<file path="src/hdl/fspa_pkg.sv">
// package for the fixed slot pool allocator
// holds the word types, status codes and controller/datapath interface structs
// no dependencies
`default_nettype none

package fspa_pkg;

    localparam int ADDR_W    = 32;
    localparam int CHUNK_W   = 13;
    localparam int CFG_IDX_W = 1;

    localparam logic [CHUNK_W-1:0] CHUNK_RESET = 13'd20;

    typedef enum logic [CFG_IDX_W-1:0] {
        CFG_POOL_BASE   = 1'b0,
        CFG_CHUNK_BYTES = 1'b1
    } cfg_reg_t;

    typedef enum logic {
        MODE_ALLOC = 1'b0,
        MODE_FREE  = 1'b1
    } mode_t;

    typedef enum logic [2:0] {
        ST_ALLOC   = 3'd0,
        ST_EMPTY   = 3'd1,
        ST_FREED   = 3'd2,
        ST_DOUBLE  = 3'd3,
        ST_INVALID = 3'd4
    } status_t;

    typedef struct packed {
        logic              mode;
        logic [ADDR_W-1:0] free_address;
    } request_t;

    typedef struct packed {
        logic [ADDR_W-1:0] object_address;
        status_t           status;
    } result_t;

    typedef struct packed {
        logic clear_step;
        logic load;
        logic alloc_pop;
        logic div_start;
        logic rd_slot;
        logic free_push;
        logic fix;
    } dp_cmd_t;

    typedef struct packed {
        logic clear_last;
        logic head_nil;
        logic range_ok;
        logic div_done;
        logic rem_zero;
        logic slot_free;
    } dp_stat_t;

endpackage

`default_nettype wire

</file>
<file path="src/hdl/fspa_ram.sv">
// generic single write, single read ram with registered read data
// no dependencies
`default_nettype none

module fspa_ram #(
    parameter int WIDTH = 4,
    parameter int DEPTH = 8,
    parameter int AW    = (DEPTH > 1) ? $clog2(DEPTH) : 1
) (
    input  wire logic             clk,
    input  wire logic             we,
    input  wire logic [AW-1:0]    waddr,
    input  wire logic [WIDTH-1:0] wdata,
    input  wire logic [AW-1:0]    raddr,
    output logic      [WIDTH-1:0] rdata
);

    logic [WIDTH-1:0] mem_reg [DEPTH];
    logic [WIDTH-1:0] rdata_reg;

    always_ff @(posedge clk)
    begin
        if (we)
        begin
            mem_reg[waddr] <= wdata;
        end
        rdata_reg <= mem_reg[raddr];
    end

    assign rdata = rdata_reg;

endmodule

`default_nettype wire

</file>
<file path="src/hdl/fspa_div.sv">
// restoring divider, one quotient bit per cycle
// used for the slot index and alignment check; no dependencies
`default_nettype none

module fspa_div #(
    parameter int OFF_W = 16,
    parameter int DIV_W = 13,
    parameter int QW    = 3
) (
    input  wire logic             clk,
    input  wire logic             rst_n,
    input  wire logic             start,
    input  wire logic [OFF_W-1:0] dividend,
    input  wire logic [DIV_W-1:0] divisor,
    output logic      [QW-1:0]    quotient,
    output logic                  rem_zero,
    output logic                  done
);

    localparam int CNT_W = $clog2(QW + 1);

    logic [OFF_W-1:0] rem_reg;
    logic [OFF_W-1:0] dvs_reg;
    logic [QW-1:0]    quo_reg;
    logic [CNT_W-1:0] cnt_reg;
    logic             done_reg;
    logic [OFF_W-1:0] diff;
    logic             borrow;

    assign {borrow, diff} = {1'b0, rem_reg} - {1'b0, dvs_reg};

    always_ff @(posedge clk or negedge rst_n)
    begin
        if (!rst_n)
        begin
            cnt_reg  <= '0;
            done_reg <= 1'b0;
        end
        else
        begin
            done_reg <= (cnt_reg == CNT_W'(1)) && !start;
            if (start)
            begin
                cnt_reg <= CNT_W'(QW);
            end
            else if (cnt_reg != '0)
            begin
                cnt_reg <= cnt_reg - 1'b1;
            end
        end
    end

    always_ff @(posedge clk)
    begin
        if (start)
        begin
            rem_reg <= dividend;
            dvs_reg <= OFF_W'(divisor) << (QW - 1);
            quo_reg <= '0;
        end
        else if (cnt_reg != '0)
        begin
            if (!borrow)
            begin
                rem_reg <= diff;
            end
            dvs_reg <= dvs_reg >> 1;
            quo_reg <= (quo_reg << 1) | QW'(!borrow);
        end
    end

    assign quotient = quo_reg;
    assign rem_zero = (rem_reg == '0);
    assign done     = done_reg;

endmodule

`default_nettype wire

</file>
<file path="src/hdl/fspa_dp.sv">
// datapath: config registers, free list head, link rams, address checks
// depends on fspa_pkg, fspa_ram and fspa_div
`default_nettype none

module fspa_dp
    import fspa_pkg::*;
#(
    parameter int SLOTS        = 8,
    parameter int HEADER_BYTES = 16
) (
    input  wire logic                 clk,
    input  wire logic                 rst_n,
    input  wire logic                 cfg_we,
    input  wire logic [CFG_IDX_W-1:0] cfg_index,
    input  wire logic [ADDR_W-1:0]    cfg_data,
    input  wire request_t             request,
    input  wire dp_cmd_t              cmd,
    output dp_stat_t                  stat,
    output logic      [ADDR_W-1:0]    obj_addr
);

    localparam int SW     = (SLOTS > 1) ? $clog2(SLOTS) : 1;
    localparam int IDX_W  = $clog2(SLOTS + 1);
    localparam int OFF_W  = SW + CHUNK_W;
    localparam int PROD_W = IDX_W + CHUNK_W;
    localparam int WIDE_W = ADDR_W + 2;

    localparam logic [IDX_W-1:0]  NIL       = IDX_W'(SLOTS);
    localparam logic [IDX_W-1:0]  TOP_SLOT  = IDX_W'(SLOTS - 1);
    localparam logic [SW-1:0]     LAST_CLR  = SW'(SLOTS - 1);
    localparam logic [WIDE_W-1:0] HDR_WIDE  = WIDE_W'(HEADER_BYTES);
    localparam logic [WIDE_W-1:0] SLOT_WIDE = WIDE_W'(SLOTS);

    logic [ADDR_W-1:0]  base_reg;
    logic [CHUNK_W-1:0] chunk_reg;
    logic [IDX_W-1:0]   head_reg;
    logic [SW-1:0]      clr_cnt_reg;
    logic [ADDR_W-1:0]  addr_reg;
    logic [PROD_W-1:0]  prod_reg;
    logic [IDX_W-1:0]   fix_idx_reg;
    logic [IDX_W-1:0]   fix_val_reg;
    logic [ADDR_W-1:0]  obj_reg;

    logic [WIDE_W-1:0]  addr_wide;
    logic [WIDE_W-1:0]  lower;
    logic [WIDE_W-1:0]  limit;
    logic [WIDE_W-1:0]  off_wide;
    logic [SW-1:0]      quotient;
    logic [IDX_W-1:0]   q_idx;
    logic               div_done;
    logic               rem_zero;

    logic               next_we;
    logic [SW-1:0]      next_waddr;
    logic [IDX_W-1:0]   next_wdata;
    logic               prev_we;
    logic [SW-1:0]      prev_waddr;
    logic [IDX_W-1:0]   prev_wdata;
    logic [SW-1:0]      rd_addr;
    logic [IDX_W-1:0]   next_rd;
    logic [IDX_W-1:0]   prev_rd;

    // range check, exact in wide arithmetic
    assign addr_wide = WIDE_W'(addr_reg);
    assign lower     = WIDE_W'(base_reg) + HDR_WIDE;
    assign limit     = WIDE_W'(base_reg) + SLOT_WIDE * WIDE_W'(chunk_reg);
    assign off_wide  = addr_wide - lower;

    fspa_div #(
        .OFF_W (OFF_W),
        .DIV_W (CHUNK_W),
        .QW    (SW)
    ) u_div (
        .clk      (clk),
        .rst_n    (rst_n),
        .start    (cmd.div_start),
        .dividend (off_wide[OFF_W-1:0]),
        .divisor  (chunk_reg),
        .quotient (quotient),
        .rem_zero (rem_zero),
        .done     (div_done)
    );

    assign q_idx   = IDX_W'(quotient);
    assign rd_addr = cmd.rd_slot ? quotient : head_reg[SW-1:0];

    always_comb
    begin
        next_we    = 1'b0;
        next_waddr = head_reg[SW-1:0];
        next_wdata = NIL;
        prev_we    = 1'b0;
        prev_waddr = head_reg[SW-1:0];
        prev_wdata = NIL;
        if (cmd.clear_step)
        begin
            next_we    = 1'b1;
            next_waddr = clr_cnt_reg;
            next_wdata = (clr_cnt_reg == '0) ? NIL : IDX_W'(clr_cnt_reg) - 1'b1;
            prev_we    = 1'b1;
            prev_waddr = clr_cnt_reg;
            prev_wdata = (clr_cnt_reg == LAST_CLR) ? NIL : IDX_W'(clr_cnt_reg) + 1'b1;
        end
        else if (cmd.alloc_pop)
        begin
            next_we = 1'b1;
            prev_we = 1'b1;
        end
        else if (cmd.free_push)
        begin
            next_we    = 1'b1;
            next_waddr = quotient;
            next_wdata = head_reg;
            prev_we    = 1'b1;
            prev_waddr = quotient;
        end
        else if (cmd.fix)
        begin
            prev_we    = (fix_idx_reg != NIL);
            prev_waddr = fix_idx_reg[SW-1:0];
            prev_wdata = fix_val_reg;
        end
    end

    fspa_ram #(
        .WIDTH (IDX_W),
        .DEPTH (SLOTS),
        .AW    (SW)
    ) u_next_ram (
        .clk   (clk),
        .we    (next_we),
        .waddr (next_waddr),
        .wdata (next_wdata),
        .raddr (rd_addr),
        .rdata (next_rd)
    );

    fspa_ram #(
        .WIDTH (IDX_W),
        .DEPTH (SLOTS),
        .AW    (SW)
    ) u_prev_ram (
        .clk   (clk),
        .we    (prev_we),
        .waddr (prev_waddr),
        .wdata (prev_wdata),
        .raddr (rd_addr),
        .rdata (prev_rd)
    );

    always_ff @(posedge clk or negedge rst_n)
    begin
        if (!rst_n)
        begin
            base_reg    <= '0;
            chunk_reg   <= CHUNK_RESET;
            head_reg    <= TOP_SLOT;
            clr_cnt_reg <= '0;
        end
        else
        begin
            if (cfg_we)
            begin
                case (cfg_index)
                    CFG_POOL_BASE:   base_reg  <= cfg_data;
                    CFG_CHUNK_BYTES: chunk_reg <= cfg_data[CHUNK_W-1:0];
                    default:         base_reg  <= base_reg;
                endcase
            end
            if (cmd.clear_step)
            begin
                clr_cnt_reg <= clr_cnt_reg + 1'b1;
            end
            if (cmd.alloc_pop)
            begin
                head_reg <= next_rd;
            end
            else if (cmd.free_push)
            begin
                head_reg <= q_idx;
            end
        end
    end

    always_ff @(posedge clk)
    begin
        if (cmd.load)
        begin
            addr_reg <= request.free_address;
            prod_reg <= PROD_W'(head_reg) * PROD_W'(chunk_reg);
        end
        if (cmd.alloc_pop)
        begin
            fix_idx_reg <= next_rd;
            fix_val_reg <= NIL;
            obj_reg     <= base_reg + ADDR_W'(prod_reg) + ADDR_W'(HEADER_BYTES);
        end
        else if (cmd.free_push)
        begin
            fix_idx_reg <= head_reg;
            fix_val_reg <= q_idx;
        end
    end

    assign stat.clear_last = (clr_cnt_reg == LAST_CLR);
    assign stat.head_nil   = (head_reg == NIL);
    assign stat.range_ok   = (chunk_reg != '0) && (addr_wide >= lower) && (addr_wide < limit);
    assign stat.div_done   = div_done;
    assign stat.rem_zero   = rem_zero;
    assign stat.slot_free  = (next_rd == NIL) && (prev_rd == NIL) && (head_reg != q_idx);
    assign obj_addr        = obj_reg;

endmodule

`default_nettype wire

</file>
<file path="src/hdl/fspa_ctrl.sv">
// controller state machine: sequences clear pass, alloc and free
// depends on fspa_pkg
`default_nettype none

module fspa_ctrl
    import fspa_pkg::*;
(
    input  wire logic     clk,
    input  wire logic     rst_n,
    input  wire logic     start,
    input  wire logic     mode,
    input  wire dp_stat_t stat,
    output dp_cmd_t       cmd,
    output logic          busy,
    output logic          done,
    output status_t       status
);

    typedef enum logic [2:0] {
        S_CLEAR,
        S_IDLE,
        S_A_WAIT,
        S_A_FIX,
        S_F_RANGE,
        S_F_DIV,
        S_F_WAIT,
        S_F_FIX
    } state_t;

    state_t  state_reg;
    state_t  state_next;
    logic    done_reg;
    logic    done_next;
    status_t status_reg;
    status_t status_next;

    always_comb
    begin
        state_next  = state_reg;
        done_next   = 1'b0;
        status_next = status_reg;
        cmd         = '0;
        case (state_reg)
            S_CLEAR:
            begin
                cmd.clear_step = 1'b1;
                if (stat.clear_last)
                begin
                    state_next = S_IDLE;
                end
            end
            S_IDLE:
            begin
                if (start)
                begin
                    cmd.load = 1'b1;
                    if (mode == MODE_FREE)
                    begin
                        state_next = S_F_RANGE;
                    end
                    else if (stat.head_nil)
                    begin
                        done_next   = 1'b1;
                        status_next = ST_EMPTY;
                    end
                    else
                    begin
                        state_next = S_A_WAIT;
                    end
                end
            end
            S_A_WAIT:
            begin
                cmd.alloc_pop = 1'b1;
                state_next    = S_A_FIX;
            end
            S_A_FIX:
            begin
                cmd.fix     = 1'b1;
                done_next   = 1'b1;
                status_next = ST_ALLOC;
                state_next  = S_IDLE;
            end
            S_F_RANGE:
            begin
                if (stat.range_ok)
                begin
                    cmd.div_start = 1'b1;
                    state_next    = S_F_DIV;
                end
                else
                begin
                    done_next   = 1'b1;
                    status_next = ST_INVALID;
                    state_next  = S_IDLE;
                end
            end
            S_F_DIV:
            begin
                if (stat.div_done)
                begin
                    if (stat.rem_zero)
                    begin
                        cmd.rd_slot = 1'b1;
                        state_next  = S_F_WAIT;
                    end
                    else
                    begin
                        done_next   = 1'b1;
                        status_next = ST_INVALID;
                        state_next  = S_IDLE;
                    end
                end
            end
            S_F_WAIT:
            begin
                if (stat.slot_free)
                begin
                    cmd.free_push = 1'b1;
                    state_next    = S_F_FIX;
                end
                else
                begin
                    done_next   = 1'b1;
                    status_next = ST_DOUBLE;
                    state_next  = S_IDLE;
                end
            end
            S_F_FIX:
            begin
                cmd.fix     = 1'b1;
                done_next   = 1'b1;
                status_next = ST_FREED;
                state_next  = S_IDLE;
            end
            default:
            begin
                state_next = S_IDLE;
            end
        endcase
    end

    always_ff @(posedge clk or negedge rst_n)
    begin
        if (!rst_n)
        begin
            state_reg  <= S_CLEAR;
            done_reg   <= 1'b0;
            status_reg <= ST_ALLOC;
        end
        else
        begin
            state_reg  <= state_next;
            done_reg   <= done_next;
            status_reg <= status_next;
        end
    end

    assign busy   = (state_reg != S_IDLE);
    assign done   = done_reg;
    assign status = status_reg;

endmodule

`default_nettype wire

</file>
<file path="src/hdl/fixed_slot_pool_allocator.sv">
// fixed slot pool allocator: alloc pops the free list head and then fixes the link of the new head
// free runs the range check, the bit-serial slot divider with the alignment check, a double-free check, then the push
// an empty pool answers an alloc in the next cycle; busy drops with done, results cannot be stalled
// after reset the link rams are rewritten, one slot a cycle, while busy is high
// depends on fspa_pkg, fspa_ctrl and fspa_dp
`default_nettype none

module fixed_slot_pool_allocator
    import fspa_pkg::*;
#(
    parameter int SLOTS        = 8,
    parameter int HEADER_BYTES = 16
) (
    input  wire logic                 clk,
    input  wire logic                 rst_n,
    input  wire logic                 start,
    output logic                      busy,
    input  wire request_t             request,
    output logic                      done,
    output result_t                   result,
    input  wire logic                 cfg_we,
    input  wire logic [CFG_IDX_W-1:0] cfg_index,
    input  wire logic [ADDR_W-1:0]    cfg_data
);

    dp_cmd_t           cmd;
    dp_stat_t          stat;
    status_t           status;
    logic [ADDR_W-1:0] obj_addr;

    fspa_ctrl u_ctrl (
        .clk    (clk),
        .rst_n  (rst_n),
        .start  (start),
        .mode   (request.mode),
        .stat   (stat),
        .cmd    (cmd),
        .busy   (busy),
        .done   (done),
        .status (status)
    );

    fspa_dp #(
        .SLOTS        (SLOTS),
        .HEADER_BYTES (HEADER_BYTES)
    ) u_dp (
        .clk       (clk),
        .rst_n     (rst_n),
        .cfg_we    (cfg_we),
        .cfg_index (cfg_index),
        .cfg_data  (cfg_data),
        .request   (request),
        .cmd       (cmd),
        .stat      (stat),
        .obj_addr  (obj_addr)
    );

    assign result.object_address = (status == ST_ALLOC) ? obj_addr : '0;
    assign result.status         = status;

endmodule

`default_nettype wire

</file>
<file path="config.mk">
export PLATFORM = sky130hd
export DESIGN_NAME = fixed_slot_pool_allocator
export DESIGN_NICKNAME = d
export VERILOG_FILES = /design/src/hdl/fspa_pkg.sv /design/src/hdl/fspa_ram.sv /design/src/hdl/fspa_div.sv /design/src/hdl/fspa_dp.sv /design/src/hdl/fspa_ctrl.sv /design/src/hdl/fixed_slot_pool_allocator.sv
export SDC_FILE = /design/constraint.sdc
export NUM_CORES = 1
export LEC_CHECK = 0
export ABC_AREA = 1
export BUFFER_PORTS_ARGS = -buffer_cell sky130_fd_sc_hd__buf_4
export CAP_MARGIN = 20
export CORE_UTILIZATION = 30
export CTS_CLUSTER_DIAMETER = 50
export DETAILED_ROUTE_END_ITERATION = 10
export SLEW_MARGIN = 20
export SYNTH_ARGS = -nofsm -noshare
export SYNTH_HDL_FRONTEND = slang
export SYNTH_HIERARCHICAL = 1
export SYNTH_SLANG_ARGS = --single-unit
export TNS_END_PERCENT = 5
</file>
<file path="constraint.sdc">
create_clock -name clk -period 6.37 [get_ports clk]
set_input_delay 1.911 -clock clk [delete_from_list [all_inputs] [get_ports clk]]
set_output_delay 1.911 -clock clk [all_outputs]
set_load 0.005 [all_outputs]
</file>
==> results <==
- The flow ran to the end, and the final reports show no timing, DRC or antenna violations.
- In the global route stage, overall resource usage came out at 0.1617.
- The required time reported for the critical path endpoint is about 6600 ps.
- Setup total negative slack on the finished layout was measured at 0 ps.
- The average wire per standard cell is about 16 um.
- The count of cells resized by post-cts repair is 0.
- The sequential fraction of the synthesis area is 0.4055.
- The number of enable-type register cells in the synthesized netlist is 178.
- In the final design database the tool counted between 2000 and 3000 nets.
- Clock tree synthesis inserted a total of 31 buffers.
- The die area is slightly above 0.06 mm2.
- The maximum vdd drop is approximately 190 uV.
- The floorplan has between 80 and 90 rows.
- Of the post-synthesis cell area, the dominant cell type holds 0.2993.
- In the routed design, unresolved DRC markers number 0.
- The number of inserted filler cells in the final layout is roughly 6000.
- The die height is around 250 um.
- The routed layout has 14650 vias.
- Counting stages on the worst path, the most repeated cell is sky130_fd_sc_hd__nor2_1.
- Yosys attributes the largest share of cell area to sky130_fd_sc_hd__edfxtp_1, sky130_fd_sc_hd__nand2_1, sky130_fd_sc_hd__ha_1.
- The first global-routing pass estimated ~78000 um of wire.
- The count of max-cap constraint violations is 0.
- The category of the worst setup path launch point is a flop.
- The number of nets handed over by synthesis was between 2000 and 2500.
- The aggregate global routing overflow is 0.
- With fillers left out, the area of the finished cells amounts to roughly 0.02 mm2.
- Detailed placement finished with a half-perimeter wire length of roughly 39000 um.
- During placement, the flow inserted port buffers numbering between 100 and 150.
- The final count of negative-setup-slack endpoints is 0.
- The startpoint of the lowest-slack hold path is u_dp/fix_val_reg[3].
- In this run, synthesis produced a sequential element count of between 200 and 300.
- Summing internal, switching and leakage power gives slightly above 9 mW.
- In this run the remaining antenna-violating nets after routing total 0.
- The global placer's final weighted congestion is approximately 0.95.
- The distinct cell type count after synthesis is 59.
- The critical path starts at u_dp/chunk_reg[0].
- The area growth from synthesis to layout is 15.12%.
- The number of warnings printed during yosys synthesis is 6.
- Measured along the x axis, the die boundary spans about 250 um.
- The critical path start-end classification is reg2reg.
- The total cell area at the placement stage is roughly 0.02 mm2.
- The buffering stage count on the worst path with inverters included is 4.
- Counting I/O delays and the setup requirement, the final critical path takes 5383 ps.
- Synthesis produced a netlist whose cell count is 2166.
- The root buffer cell is sky130_fd_sc_hd__clkbuf_16.
- The synthesized area divided by synthesized cell count is 8.246 um2.
- STA classifies the critical path endpoint as a flop.
- Timing would allow up to between 0.15 and 0.2 GHz.
- Setup slack on the worst reg-to-reg path comes out at ~990 ps.
- After the first detailed-routing iteration, the DRC count stood at roughly 1000.
- The initial antenna violation count is 0.
- Setup repair after global routing left no endpoint under its margin.
- The number of primary I/O pins is 107.
- In this run the worst path has a maximum fanout of 38.
- The core area is 0.05891 mm2.
- The post-placement worst setup slack is approximately 1100 ps.
- The initial core utilization is 0.3032.
- The latest clock arrival within the worst-skew pair is a little under 600 ps.
- The leading register cell type out of synthesis is sky130_fd_sc_hd__edfxtp_1.
- Entering global routing, the biggest net connects 63 pins.
- For the pin with the worst max-slew slack, the measured transition is ~990 ps.
- Traced cell by cell, the critical path runs through ha_1 -> fa_1 -> nand3_1 -> nand2_1 -> a21oi_1 -> o21ai_1 -> a21oi_1 -> inv_1 -> nand3_1 -> nand2_1 -> ha_1 -> a21oi_1 -> nor3_1 -> a211oi_1 -> nor2_1 -> nor2_1 -> nand2_1 -> nor2_1 -> nand3_1 -> inv_1 -> buf_4 -> nor2_1 -> inv_1.
- The number of diodes is 0.
- The number of clock sinks seen by CTS is about 260.
- The worst stage delay on the critical path is between 400 and 500 ps.
- The final clock skew is roughly 12 ps.
- The number of pins exceeding their max-slew limit in the final report is 0.
- The cell area power density is 450.1 mW/mm2.
- CTS built an H-tree with a depth of 1.
- The sum of routed wire length over all layers is 49250 um.
- The worst pin sits at a relative slew slack of 0.3372.
- In the final layout, the share of cells above drive strength 1 is 0.1164.
- For this run, the detailed router's first-pass iteration total came to 6.
- The cell type with the largest total area after synthesis is sky130_fd_sc_hd__edfxtp_1.
- The arrival time of the worst setup path is around 5600 ps.
- The clock-pin transition on the worst setup and hold timing paths is roughly 60 ps.
- In the synthesized netlist the async set-or-reset flop fraction comes to 0.2412.
- For this design the static power due to leakage is 9.915 nW.
- TritonCTS built the clock tree.
- After clock tree synthesis, the setup repair step added 0 buffers.
- The cell with the largest stage delay on the worst path is sky130_fd_sc_hd__dfrtp_1.
- The startpoint of the lowest-slack register-to-register path is u_dp/chunk_reg[0].
- In the post-route analysis, the smallest setup slack over all paths is 986.9 ps.
- In the finished design, the share of the clock period the worst path needs comes to 0.8451.
- The via-per-instance ratio is ~4.8.
- For this design, the CTS-stage hold fixing added 0 buffers.
- The netlist area before placement is roughly 0.018 mm2.
- The count of final hold-check violations is 0.
- Among cell families on the critical path, the largest total delay comes from simple AND/OR/NAND/NOR gates.
- The path class of the lowest-slack min-delay path is reg2reg.
- The via count of the first global-routing pass is approximately 14000.
- The buffer depth of the longest clock path is 3.
==> path summary, 6_finish.rpt <==
| kind | to | depth (start not counted) |
|---|---|---|
| min | u_dp/fix_val_reg[3] | 2 |
| max | u_dp/u_div/dvs_reg[7] | 23 |
| min in group asynchronous | u_dp/base_reg[17] | 1 |
| max reg2reg | u_dp/u_div/dvs_reg[7] | 23 |
| max in group asynchronous | u_ctrl/status[1] | 1 |
| min reg2reg | u_dp/fix_val_reg[3] | 2 |
==> cells in the final DEF, fill, tap and decap left out, types with 4 or more instances in the layout <==
master	count
sky130_fd_sc_hd__a211oi_1	5
sky130_fd_sc_hd__a21o_1	9
sky130_fd_sc_hd__a21oi_1	104
sky130_fd_sc_hd__a31oi_1	5
sky130_fd_sc_hd__buf_4	121
sky130_fd_sc_hd__clkbuf_1	10
sky130_fd_sc_hd__clkbuf_16	33
sky130_fd_sc_hd__dfrtp_1	57
sky130_fd_sc_hd__dfstp_2	5
sky130_fd_sc_hd__dfxtp_1	17
sky130_fd_sc_hd__edfxtp_1	178
sky130_fd_sc_hd__fa_1	26
sky130_fd_sc_hd__ha_1	152
sky130_fd_sc_hd__inv_1	351
sky130_fd_sc_hd__inv_2	8
sky130_fd_sc_hd__mux2_2	5
sky130_fd_sc_hd__nand2_1	546
sky130_fd_sc_hd__nand2_2	22
sky130_fd_sc_hd__nand3_1	110
sky130_fd_sc_hd__nand3b_1	7
sky130_fd_sc_hd__nand4_1	27
sky130_fd_sc_hd__nor2_1	144
sky130_fd_sc_hd__nor2_2	34
sky130_fd_sc_hd__nor2_4	7
sky130_fd_sc_hd__nor3_1	24
sky130_fd_sc_hd__nor4_1	12
sky130_fd_sc_hd__o211ai_1	5
sky130_fd_sc_hd__o21ai_0	102
sky130_fd_sc_hd__o21ai_1	10
sky130_fd_sc_hd__o21ai_2	4
sky130_fd_sc_hd__o31ai_1	5
sky130_fd_sc_hd__xnor2_1	26
sky130_fd_sc_hd__xor2_1	77
==> layout make-up <==
class	instances	area, um2	share of cell area
Multi-Input combinational cell	1505	9012	0.4383
Clock inverter	12	176.4	0.008580
Clock buffer	45	890.9	0.04332
Tap cell	773	967.2	0.04704
Inverter	362	1364	0.06633
Timing Repair Buffer	121	908.4	0.04418
Sequential cell	257	7243	0.3523
==> report_power, final <==
part	switching, mW	internal [mW]	leakage [nW]
registers	0.383	2.59	2.55
clock network	0.744	1.10	0.519
logic	2.89	1.54	6.85
==> synth_stat cells, drive strengths merged, types with 17 or more instances <==
cell type,instances
nand2,570
xor2,77
nor3,27
xnor2,26
inv,361
a21oi,105
nand4,28
dfxtp,17
edfxtp,178
buf,26
nor2,185
nand3,113
dfrtp,57
ha,152
o21ai,116
fa,26
==> stage by stage <==
step | utilization | hold slack [ps] | cells
2_1_floorplan | - | 432.2 | 2166
3_3_place_gp | 0.3309 | 451.1 | 3018
3_5_place_dp | 0.3309 | 460.7 | 3018
4_1_cts | 0.3490 | 469.3 | 3075
5_1_grt | 0.3491 | 494.6 | 3075
6_report | 0.3491 | 469.5 | 3075
==> kinds of logic (layout without fill, tap and decap cells) <==
group | after synthesis | count (layout) | share of synthesized area
and+or+nand+nor | 950 | 950 | 0.2310
buffers and inverters | 404 | 540 | 0.09135
AOI/OAI and AO/OA | 269 | 269 | 0.08287
DFF | 257 | 257 | 0.4055
adders and majority gates | 178 | 178 | 0.1356
xor gates and xnor gates | 103 | 103 | 0.05051
muxes | 5 | 5 | 0.003152
==> worst reg2reg max path, stage by stage (launching register included) <==
cell and delay (ps):
sky130_fd_sc_hd__dfrtp_1 480, sky130_fd_sc_hd__ha_1 280, sky130_fd_sc_hd__fa_1 420, sky130_fd_sc_hd__nand3_1 110
sky130_fd_sc_hd__nand2_1 90, sky130_fd_sc_hd__a21oi_1 260, sky130_fd_sc_hd__o21ai_1 210, sky130_fd_sc_hd__a21oi_1 320
sky130_fd_sc_hd__inv_1 110, sky130_fd_sc_hd__nand3_1 80, sky130_fd_sc_hd__nand2_1 60, sky130_fd_sc_hd__ha_1 170
sky130_fd_sc_hd__a21oi_1 120, sky130_fd_sc_hd__nor3_1 60, sky130_fd_sc_hd__a211oi_1 260, sky130_fd_sc_hd__nor2_1 90
sky130_fd_sc_hd__nor2_1 100, sky130_fd_sc_hd__nand2_1 70, sky130_fd_sc_hd__nor2_1 360, sky130_fd_sc_hd__nand3_1 230
sky130_fd_sc_hd__inv_1 120, sky130_fd_sc_hd__buf_4 350, sky130_fd_sc_hd__nor2_1 200, sky130_fd_sc_hd__inv_1 470
==> routing by layer <==
metal	GRT usage	vias up	share of wire
met5	0	-	0
met4	0.03672	0	0.024
met3	0.01754	67	0.042
met2	0.2845	365	0.49
met1	0.2109	6935	0.44
li1	-	7284	-
Note: power is estimated with default switching activity, not from simulation.
